### src/sv/asrf_pkg.sv
`timescale 1ns / 1ps
// ----------------------------------------------------------------------------
// Adaptive spike reject filter package
// Shared widths, constants, decision codes and the threshold factor table.
// ----------------------------------------------------------------------------
package asrf_pkg;

  localparam int unsigned RawW  = 16;  // raw reading, two's complement
  localparam int unsigned ValW  = 15;  // in-range level, percent * 256
  localparam int unsigned DecW  = 3;   // decision code
  localparam int unsigned RcW   = 5;   // saturating reading count
  localparam int unsigned RunW  = 4;   // run of large steps
  localparam int unsigned FacW  = 6;   // threshold factor (threshold * 20 / base)
  localparam int unsigned T20W  = 21;  // threshold * 20
  localparam int unsigned T60W  = 23;  // threshold * 60 (1.5 times, scaled by 40)
  localparam int unsigned SumW  = 18;  // 7 * new + 3 * prior + 5
  localparam int unsigned RecW  = 19;  // reciprocal of ten
  localparam int unsigned ProdW = SumW + RecW;

  localparam logic [ValW-1:0] FullScale   = 15'd25600;
  localparam logic [ValW-1:0] BaseReset   = 15'd1280;
  localparam logic [RunW-1:0] RecalRun    = 4'd8;
  localparam logic [RcW-1:0]  CountMax    = 5'd31;
  localparam logic [RcW-1:0]  EarlyEnd    = 5'd10;
  localparam logic [RcW-1:0]  SlideEnd    = 5'd30;
  localparam logic [RcW-1:0]  VoteSwitch  = 5'd20;
  localparam logic [FacW-1:0] EarlyFactor = 6'd60;
  localparam logic [FacW-1:0] SlideBase   = 6'd50;
  localparam logic [FacW-1:0] LateFactor  = 6'd20;
  localparam logic [T20W-1:0] StepScale   = 21'd20;
  localparam logic [T60W-1:0] ConfScale   = 23'd40;
  localparam logic [T60W-1:0] ConfThrMul  = 23'd3;
  localparam logic [SumW-1:0] NewWeight   = 18'd7;
  localparam logic [SumW-1:0] PriorWeight = 18'd3;
  localparam logic [SumW-1:0] RoundBias   = 18'd5;
  // floor(x / 10) == (x * 419431) >> 22 for every x below 2^18.
  localparam logic [RecW-1:0] DivTenRecip = 19'd419431;
  localparam int unsigned     DivTenShift = 22;

  typedef enum logic [DecW-1:0] {
    DEC_RANGE   = 3'd0,
    DEC_FIRST   = 3'd1,
    DEC_SMALL   = 3'd2,
    DEC_RECAL   = 3'd3,
    DEC_NO_HIST = 3'd4,
    DEC_CONFIRM = 3'd5,
    DEC_REJECT  = 3'd6
  } decision_e;

  // Threshold times 20, divided by the base, for a given reading count.
  function automatic logic [FacW-1:0] thr_factor(input logic [RcW-1:0] count);
    logic [FacW-1:0] fac;
    if (count <= EarlyEnd) begin
      fac = EarlyFactor;
    end else if (count <= SlideEnd) begin
      fac = SlideBase - FacW'(count);
    end else begin
      fac = LateFactor;
    end
    return fac;
  endfunction

  // Saturating increment of the reading count.
  function automatic logic [RcW-1:0] count_inc(input logic [RcW-1:0] count);
    return (count == CountMax) ? CountMax : count + RcW'(1);
  endfunction

endpackage

### src/sv/asrf_in_if.sv
`timescale 1ns / 1ps
// ----------------------------------------------------------------------------
// Adaptive spike reject filter input channel
// Valid/ready channel that carries one raw level reading per request.
// ----------------------------------------------------------------------------
interface asrf_in_if;
  import asrf_pkg::*;

  logic                   valid;
  logic                   ready;
  logic signed [RawW-1:0] raw_percent;

  modport source (output valid, output raw_percent, input ready);
  modport sink   (input valid, input raw_percent, output ready);
endinterface

### src/sv/asrf_out_if.sv
`timescale 1ns / 1ps
// ----------------------------------------------------------------------------
// Adaptive spike reject filter output channel
// Valid/ready channel that carries the filtered level and its decision code.
// ----------------------------------------------------------------------------
interface asrf_out_if;
  import asrf_pkg::*;

  logic            valid;
  logic            ready;
  logic [ValW-1:0] filtered_percent;
  logic [DecW-1:0] decision;

  modport source (output valid, output filtered_percent, output decision, input ready);
  modport sink   (input valid, input filtered_percent, input decision, output ready);
endinterface

### src/sv/asrf_confirm.sv
`timescale 1ns / 1ps
// ----------------------------------------------------------------------------
// Adaptive spike reject filter confirmation vote
// Counts history entries near a new reading and decides whether a large step
// has enough support to be accepted.
// ----------------------------------------------------------------------------
module asrf_confirm #(
  parameter int unsigned DEPTH = 5
) (
  input  logic [asrf_pkg::ValW-1:0] hist_i [DEPTH],
  input  logic [$clog2(DEPTH+1)-1:0] cnt_i,
  input  logic [asrf_pkg::ValW-1:0] value_i,
  input  logic [asrf_pkg::T60W-1:0] thr60_i,
  input  logic                      late_i,
  output logic                      ok_o
);
  import asrf_pkg::*;

  localparam int unsigned CntW  = $clog2(DEPTH + 1);
  localparam int unsigned VoteW = CntW + 3;

  logic [DEPTH-1:0] near;
  logic [CntW-1:0]  conf;
  logic [VoteW-1:0] conf5;
  logic [VoteW-1:0] need;

  always_comb begin
    logic [ValW-1:0] dif;
    logic [T60W-1:0] scaled;
    for (int i = 0; i < DEPTH; i++) begin
      dif     = (hist_i[i] > value_i) ? hist_i[i] - value_i : value_i - hist_i[i];
      scaled  = T60W'(dif) * ConfScale;
      near[i] = (CntW'(i) < cnt_i) && (scaled <= thr60_i);
    end
  end

  assign conf  = CntW'($countones(near));
  assign conf5 = (VoteW'(conf) << 2) + VoteW'(conf);
  // Later in the run a large step needs twice the support.
  assign need  = late_i ? (VoteW'(cnt_i) << 1) : VoteW'(cnt_i);
  assign ok_o  = (conf5 >= need);

endmodule

### src/sv/adaptive_spike_reject_filter_unit.sv
`timescale 1ns / 1ps
// ----------------------------------------------------------------------------
// Adaptive spike reject filter unit
// Filters tank level readings: rejects out-of-range values and spikes,
// smooths small steps and confirms large steps against a short history.
// ----------------------------------------------------------------------------
// A request waits in the single input register until the result register is free
// or being emptied, then moves through one pass of filter logic into the result
// register, which drives the output. Throughput: one request per cycle while the
// output does not stall; all state updates as the result register is loaded.
// Reset clears all control state and the filter state, loads the base
// threshold with 1280 and the factor with 60; history entries are not cleared.
// ----------------------------------------------------------------------------
module adaptive_spike_reject_filter_unit #(
  parameter int unsigned HISTORY_DEPTH = 5
) (
  input  logic                      clk_i,
  input  logic                      rst_ni,
  input  logic                      cfg_we_i,
  input  logic [asrf_pkg::ValW-1:0] cfg_wdata_i,
  asrf_in_if.sink                   in_req_i,
  asrf_out_if.source                out_rsp_o
);
  import asrf_pkg::*;

  localparam int unsigned SlotW = $clog2(HISTORY_DEPTH);
  localparam int unsigned CntW  = $clog2(HISTORY_DEPTH + 1);
  localparam logic [SlotW-1:0] LastSlot = SlotW'(HISTORY_DEPTH - 1);
  localparam logic [CntW-1:0]  FullCnt  = CntW'(HISTORY_DEPTH);
  localparam logic [CntW-1:0]  MinHist  = CntW'(2);

  // Input register. A request waits here for one pass through the filter logic.
  logic            in_vld_q;
  logic [RawW-1:0] raw_q;

  // Result register.
  logic            out_vld_q;
  logic [ValW-1:0] filt_q, filt_d;
  decision_e       dec_q, dec_d;

  // Filter state. The history entries carry no reset: only the first
  // hist_cnt_q entries are ever looked at, and those have been written.
  logic [ValW-1:0]  base_q;
  logic [FacW-1:0]  fac_q, fac_d;
  logic [ValW-1:0]  hist_q [HISTORY_DEPTH];
  logic [SlotW-1:0] slot_q, slot_d;
  logic [CntW-1:0]  hist_cnt_q, hist_cnt_d;
  logic             have_last_q, have_last_d;
  logic [ValW-1:0]  last_q, last_d;
  logic [RcW-1:0]   rc_q, rc_d;
  logic [RunW-1:0]  run_q, run_d;

  logic hist_wr;   // store the reading at the write slot
  logic hist_fill; // refill every entry with the reading
  logic advance;

  // The request in the input register moves on whenever the result register
  // is free or is being emptied in this cycle.
  assign advance        = in_vld_q && (!out_vld_q || out_rsp_o.ready);
  assign in_req_i.ready = !in_vld_q || advance;

  assign out_rsp_o.valid            = out_vld_q;
  assign out_rsp_o.filtered_percent = filt_q;
  assign out_rsp_o.decision         = dec_q;

  // ---------------------------------------------------------------------------
  // Filter datapath.
  // ---------------------------------------------------------------------------
  logic [RcW-1:0]   rc_inc;
  logic [T20W-1:0]  t20;
  logic [T60W-1:0]  thr60;
  logic             in_range;
  logic [ValW-1:0]  val;
  logic [ValW-1:0]  diff;
  logic [T20W-1:0]  diff20;
  logic             small_step;
  logic [RunW-1:0]  run_inc;
  logic             late;
  logic             conf_ok;
  logic [SumW-1:0]  blend_sum;
  logic [ProdW-1:0] blend_prod;
  logic [ValW-1:0]  blend;

  assign rc_inc = count_inc(rc_q);

  // The threshold factor for this request was prepared from the previous
  // reading count, so only the base multiply sits in front of the compares.
  assign t20   = T20W'(base_q) * T20W'(fac_q);
  assign thr60 = T60W'(t20) * ConfThrMul;

  // Negative readings look like huge unsigned values and fall out here too.
  assign in_range = (raw_q <= RawW'(FullScale));
  assign val      = raw_q[ValW-1:0];
  assign diff     = (val > last_q) ? val - last_q : last_q - val;
  assign diff20   = T20W'(diff) * StepScale;
  assign small_step = (diff20 <= t20);

  assign run_inc = run_q + RunW'(1);
  assign late    = (rc_inc > VoteSwitch);

  // 0.7 * new + 0.3 * prior, rounded half up; the divide by ten is a
  // reciprocal multiply.
  assign blend_sum  = NewWeight * SumW'(val) + PriorWeight * SumW'(last_q) + RoundBias;
  assign blend_prod = ProdW'(blend_sum) * ProdW'(DivTenRecip);
  assign blend      = blend_prod[DivTenShift +: ValW];

  asrf_confirm #(
    .DEPTH (HISTORY_DEPTH)
  ) u_confirm (
    .hist_i  (hist_q),
    .cnt_i   (hist_cnt_q),
    .value_i (val),
    .thr60_i (thr60),
    .late_i  (late),
    .ok_o    (conf_ok)
  );

  // ---------------------------------------------------------------------------
  // Decision and next state.
  // ---------------------------------------------------------------------------
  always_comb begin
    slot_d      = slot_q;
    hist_cnt_d  = hist_cnt_q;
    have_last_d = have_last_q;
    last_d      = last_q;
    rc_d        = rc_q;
    run_d       = run_q;
    hist_wr     = 1'b0;
    hist_fill   = 1'b0;
    filt_d      = last_q;
    dec_d       = DEC_RANGE;

    if (advance) begin
      rc_d = rc_inc;
      if (!in_range) begin
        // Out-of-range readings only advance the reading count.
        filt_d = last_q;
        dec_d  = DEC_RANGE;
      end else if (!have_last_q) begin
        hist_wr = 1'b1;
        filt_d  = val;
        dec_d   = DEC_FIRST;
      end else if (small_step) begin
        hist_wr = 1'b1;
        run_d   = '0;
        filt_d  = blend;
        dec_d   = DEC_SMALL;
      end else begin
        run_d = run_inc;
        if (run_inc >= RecalRun) begin
          // Too many large steps in a row: the level really moved, so the
          // history restarts from this reading.
          hist_fill   = 1'b1;
          slot_d      = '0;
          hist_cnt_d  = FullCnt;
          last_d      = val;
          have_last_d = 1'b1;
          run_d       = '0;
          rc_d        = RcW'(1);
          filt_d      = val;
          dec_d       = DEC_RECAL;
        end else if (hist_cnt_q < MinHist) begin
          filt_d = last_q;
          dec_d  = DEC_NO_HIST;
        end else if (conf_ok) begin
          hist_wr = 1'b1;
          run_d   = '0;
          filt_d  = val;
          dec_d   = DEC_CONFIRM;
        end else begin
          filt_d = last_q;
          dec_d  = DEC_REJECT;
        end
      end

      if (hist_wr) begin
        slot_d      = (slot_q == LastSlot) ? '0 : slot_q + SlotW'(1);
        hist_cnt_d  = (hist_cnt_q == FullCnt) ? FullCnt : hist_cnt_q + CntW'(1);
        last_d      = val;
        have_last_d = 1'b1;
      end
    end

    // Factor for the next request, from the count it will see after its own
    // increment.
    fac_d = thr_factor(count_inc(rc_d));
  end

  // ---------------------------------------------------------------------------
  // Registers.
  // ---------------------------------------------------------------------------
  always_ff @(posedge clk_i or negedge rst_ni) begin
    if (!rst_ni) begin
      in_vld_q    <= 1'b0;
      out_vld_q   <= 1'b0;
      base_q      <= BaseReset;
      fac_q       <= EarlyFactor;
      slot_q      <= '0;
      hist_cnt_q  <= '0;
      have_last_q <= 1'b0;
      last_q      <= '0;
      rc_q        <= '0;
      run_q       <= '0;
    end else begin
      if (in_req_i.ready) begin
        in_vld_q <= in_req_i.valid;
      end
      if (advance) begin
        out_vld_q <= 1'b1;
      end else if (out_rsp_o.ready) begin
        out_vld_q <= 1'b0;
      end
      if (cfg_we_i) begin
        base_q <= cfg_wdata_i;
      end
      fac_q       <= fac_d;
      slot_q      <= slot_d;
      hist_cnt_q  <= hist_cnt_d;
      have_last_q <= have_last_d;
      last_q      <= last_d;
      rc_q        <= rc_d;
      run_q       <= run_d;
    end
  end

  always_ff @(posedge clk_i) begin
    if (in_req_i.valid && in_req_i.ready) begin
      raw_q <= in_req_i.raw_percent;
    end
    if (advance) begin
      filt_q <= filt_d;
      dec_q  <= dec_d;
    end
    for (int i = 0; i < HISTORY_DEPTH; i++) begin
      if (hist_fill || (hist_wr && (slot_q == SlotW'(i)))) begin
        hist_q[i] <= val;
      end
    end
  end

endmodule

### src/flat_wrapper.sv
// flat-port wrapper written by rule: the top's interface ports become plain ports
module adaptive_spike_reject_filter_unit_flat import asrf_pkg::*;
#(
  parameter int unsigned HISTORY_DEPTH = 5
)
  (clk_i, rst_ni, cfg_we_i, cfg_wdata_i, in_req_i_valid, in_req_i_raw_percent, in_req_i_ready, out_rsp_o_valid, out_rsp_o_filtered_percent, out_rsp_o_decision, out_rsp_o_ready);
  asrf_in_if in_req_i_i ();
  asrf_out_if out_rsp_o_i ();
  input  logic clk_i;
  input  logic rst_ni;
  input  logic cfg_we_i;
  input  logic [asrf_pkg::ValW-1:0] cfg_wdata_i;
  input wire logic [$bits(in_req_i_i.valid)-1:0] in_req_i_valid;
  input wire logic [$bits(in_req_i_i.raw_percent)-1:0] in_req_i_raw_percent;
  output wire logic [$bits(in_req_i_i.ready)-1:0] in_req_i_ready;
  output wire logic [$bits(out_rsp_o_i.valid)-1:0] out_rsp_o_valid;
  output wire logic [$bits(out_rsp_o_i.filtered_percent)-1:0] out_rsp_o_filtered_percent;
  output wire logic [$bits(out_rsp_o_i.decision)-1:0] out_rsp_o_decision;
  input wire logic [$bits(out_rsp_o_i.ready)-1:0] out_rsp_o_ready;
  assign in_req_i_i.valid = in_req_i_valid;
  assign in_req_i_i.raw_percent = in_req_i_raw_percent;
  assign in_req_i_ready = in_req_i_i.ready;
  assign out_rsp_o_valid = out_rsp_o_i.valid;
  assign out_rsp_o_filtered_percent = out_rsp_o_i.filtered_percent;
  assign out_rsp_o_decision = out_rsp_o_i.decision;
  assign out_rsp_o_i.ready = out_rsp_o_ready;
  adaptive_spike_reject_filter_unit #(.HISTORY_DEPTH(HISTORY_DEPTH)) u_core (.clk_i(clk_i), .rst_ni(rst_ni), .cfg_we_i(cfg_we_i), .cfg_wdata_i(cfg_wdata_i), .in_req_i(in_req_i_i), .out_rsp_o(out_rsp_o_i));
endmodule
### config.mk
export PLATFORM = sky130hd
export DESIGN_NAME = adaptive_spike_reject_filter_unit_flat
export DESIGN_NICKNAME = d
export VERILOG_FILES = /design/src/sv/asrf_pkg.sv /design/src/sv/asrf_in_if.sv /design/src/sv/asrf_out_if.sv /design/src/sv/asrf_confirm.sv /design/src/sv/adaptive_spike_reject_filter_unit.sv /design/src/flat_wrapper.sv
export SDC_FILE = /design/constraint.sdc
export NUM_CORES = 2
export LEC_CHECK = 0
export ABC_AREA = 1
export BUFFER_PORTS_ARGS = -buffer_cell sky130_fd_sc_hd__buf_2
export CORE_MARGIN = 8
export CORE_UTILIZATION = 53
export CTS_CLUSTER_DIAMETER = 150
export CTS_CLUSTER_SIZE = 40
export DETAILED_ROUTE_END_ITERATION = 7
export GPL_TIMING_DRIVEN = 0
export PLACE_DENSITY = 0.67
export SLEW_MARGIN = 20
export SYNTH_ARGS = -nofsm -noshare
export SYNTH_HDL_FRONTEND = slang
export SYNTH_HIERARCHICAL = 1
export SYNTH_SLANG_ARGS = --single-unit
### constraint.sdc
create_clock -name clk_i -period 14.4 [get_ports clk_i]
set_input_delay 1.44 -clock clk_i [delete_from_list [all_inputs] [get_ports clk_i]]
set_output_delay 1.44 -clock clk_i [all_outputs]
set_load 0.01 [all_outputs]
==> results_dict.tcl <==
set metrics [dict create \
    synthCells 5004 \
    syn_avg_cell_area_sq_um 7.175 \
    core_area_sq_um 67160 \
    htreeDepth 4 \
    avgRoutedWirePerCell_microns 16.64 \
    cap_violations 0 \
    cts.sinks 163 \
    crit_top_cell "nand2_1" \
    boundaryPins 56 \
    cts_hold_buf 0 \
    io_buffers 54 \
    place_area_sq_um 37390 \
    diodes 0 \
    fmax_ghz 0.08137 \
    finClkSkew_ns 0.01413 \
    synth.top_cell.area_share_pct 23.28 \
    grt_remaining_overflow 0 \
    drive_above_1_share_pct 5.532 \
    synthFlopType "edfxtp_1" \
    synth_edf_count 109 \
    finalCritPeriodShare_pct 85.34 \
    tritoncts "yes" \
    root_buffer "clkbuf_16" \
    crit_buf_inv 6 \
    critPathTopFamily "adder cells" \
    drt-vias-per-instance 5.319 \
    antenna_found_initial 0 \
    clkLatencyLatePin_ns 0.48 \
    cp.arrival_ns 12.41 \
    vias 31760 \
    tightest_slew_ns 1.197 \
    fp.dieH_microns 276.3 \
    finalSetupViolCount 0 \
    synth_nets 5926 \
    ys_ff_latch 163 \
    area_growth_pct 5.788 \
    nNetsFinal 6007 \
    cp-end-kind "register" \
    grt_pass1_vias 31110 \
    std_cell_rows 95 \
    grt_usage_pct 25.83 \
    slew_violations 0 \
    final_cell_area_sq_um 37980 \
    setup_tns_ns 0 \
    worstHoldPathType "register to register" \
    cp_data_required_time_ns 14.52 \
    utilization_pct 56.56 \
    critical_path_class "register to register" \
    drtAntennaViolNets 0 \
    seq_area_frac_synth_pct 12.90 \
    fin_hold_ws_ns 0.5174 \
    drc 0 \
    cts.path.max_buffers 2 \
    clk_pin_slew_ns 0.07 \
    tritoncts.num_buffers 17 \
    syn_area_sq_um 35910 \
    die_w_microns 276.3 \
    synth_top_cell_by_area "ha_1" \
    drt_iter0_markers 2079 \
    cp_slowest_stage_delay_ns 0.64 \
    gp_congestion 0.9987 \
    synthTopCellsByArea "ha_1 23%, nand2_1 13%, fa_1 12%" \
    startpoint_type "register" \
    cts.repair.resized 0 \
    rsz0062_at_grt "no" \
    grt_pass1_wl_microns 160400 \
    period_minus_slack_ns 12.29 \
    drt_pass1_iterations 6 \
    dp_hpwl_microns 83790 \
    crit_slowest_cell "dfstp_2" \
    grt_max_degree 55 \
    hold_viol 0 \
    status "finished clean" \
    async_flop_share_pct 33.13 \
    max_slew_margin_pct 20.20 \
    postRouteWirelength_microns 99360 \
    path_max_fanout 15 \
    ys_types 72 \
    start_util_pct 53.46 \
    cts_setup_buffers 0 \
    ys_warn_count 6 \
    die-area_sq_um 76330 \
]
==> per-layer routing <==
metal  wire length, microns  up-vias  track usage (%)
li1                       -    16080                -
met1                  44590    14710            33.11
met2                  46160      795            43.99
met3                   4062      179            2.645
met4                   4548        0            11.20
met5                      0        -                0
==> state kept, by name (all words and copies together) (netlist names) <==
name	cells
u_core/out_rsp_o.decision	3
u_core/hist_cnt_q	3
u_core/last_q	15
u_core/out_rsp_o.valid	1
u_core/rc_q	5
u_core/raw_q	16
u_core/slot_q	3
u_core/run_q	4
u_core/out_rsp_o.filtered_percent	15
u_core/hist_q	75
u_core/in_vld_q	1
u_core/base_q	15
u_core/fac_q	6
u_core/have_last_q	1
==> layout make-up <==
type,instances,area (sq um)
plain buffers,58,362.8
clock buffers,18,429.2
clock inverters,14,122.6
fillers,6611,29170
inverters,1034,3889
multi-input cells,3749,27040
flip-flops and latches,163,4632
well taps,873,1092
repair buffers,62,414.1
==> path summary, 6_finish.rpt <==
kind	from	endpoint	slack (ns)	depth (start not counted)
max	u_core/fac_q[2]$_DFF_PN1_	u_core/hist_q[29]$_DFFE_PP_	2.11	51
min	u_core/run_q[3]$_DFFE_PN0P_	u_core/run_q[3]$_DFFE_PN0P_	0.52	2
max reg2reg	u_core/fac_q[2]$_DFF_PN1_	u_core/hist_q[29]$_DFFE_PP_	2.11	51
min reg2reg	u_core/run_q[3]$_DFFE_PN0P_	u_core/run_q[3]$_DFFE_PN0P_	0.52	2
max in group asynchronous	rst_ni	u_core/base_q[7]$_DFFE_PN0P_	12.92	1
min in group asynchronous	rst_ni	u_core/in_vld_q$_DFFE_PN0N_	1.02	1
==> Yosys cell counts (all sizes together) (4+ instances only) <==
| cell | instances |
|---|---|
| buf | 37 |
| a31oi | 11 |
| o2111ai | 6 |
| nor2 | 250 |
| nand3b | 11 |
| nand2 | 1327 |
| a211oi | 5 |
| and2 | 11 |
| nand4 | 45 |
| xor2 | 143 |
| a21o | 34 |
| dfrtp | 48 |
| o31ai | 7 |
| mux2 | 17 |
| clkbuf | 21 |
| dfstp | 6 |
| xnor2 | 78 |
| o21ai | 165 |
| nand3 | 218 |
| o211ai | 17 |
| edfxtp | 109 |
| a21boi | 4 |
| ha | 668 |
| o21a | 6 |
| a21oi | 375 |
| inv | 1034 |
| nor4 | 9 |
| nor3 | 32 |
| fa | 218 |
| or2 | 12 |
| o21bai | 50 |
==> worst reg2reg max path, delay by kind of cell, from the launching register on <==
family / cells / cell delay [ns]
buffers and inverters: 6 / 1.20
adder cells (fa/ha/maj): 9 / 3.67
AND/OR/NAND/NOR: 22 / 3.59
XOR/XNOR: 2 / 0.50
AO/OA/AOI/OAI: 12 / 2.29
flip-flops: 1 / 0.64
==> cell families after synthesis <==
group	Yosys count	share of synthesized area (%)
flops	163	12.90
compound gates	701	11.17
mux	18	0.5610
buf+inv	1092	11.84
xor+xnor	221	5.391
simple gates	1923	22.71
fa+ha+maj	886	35.43
==> layout by cell type (no fill, tap or decap), types with 109 or more instances in the layout <==
master / synthesis / layout
fa_1: 218 / 218
edfxtp_1: 109 / 109
inv_1: 1017 / 1017
nand3_1: 213 / 213
o21ai_0: 152 / 148
nand2_1: 1278 / 1278
xor2_1: 143 / 143
a21oi_1: 369 / 369
ha_1: 668 / 668
nor2_1: 234 / 234
==> through the flow <==
stage          cells  setup WS [ns]
2_1_floorplan   5004          4.097
3_3_place_gp    5931         0.9904
3_5_place_dp    5937          2.180
4_1_cts         5969          2.122
5_1_grt         5971          1.005
6_report        5971          2.110
Power is not shown: default switching activity piles up to over one toggle a cycle in this logic, so the estimate is an artifact.
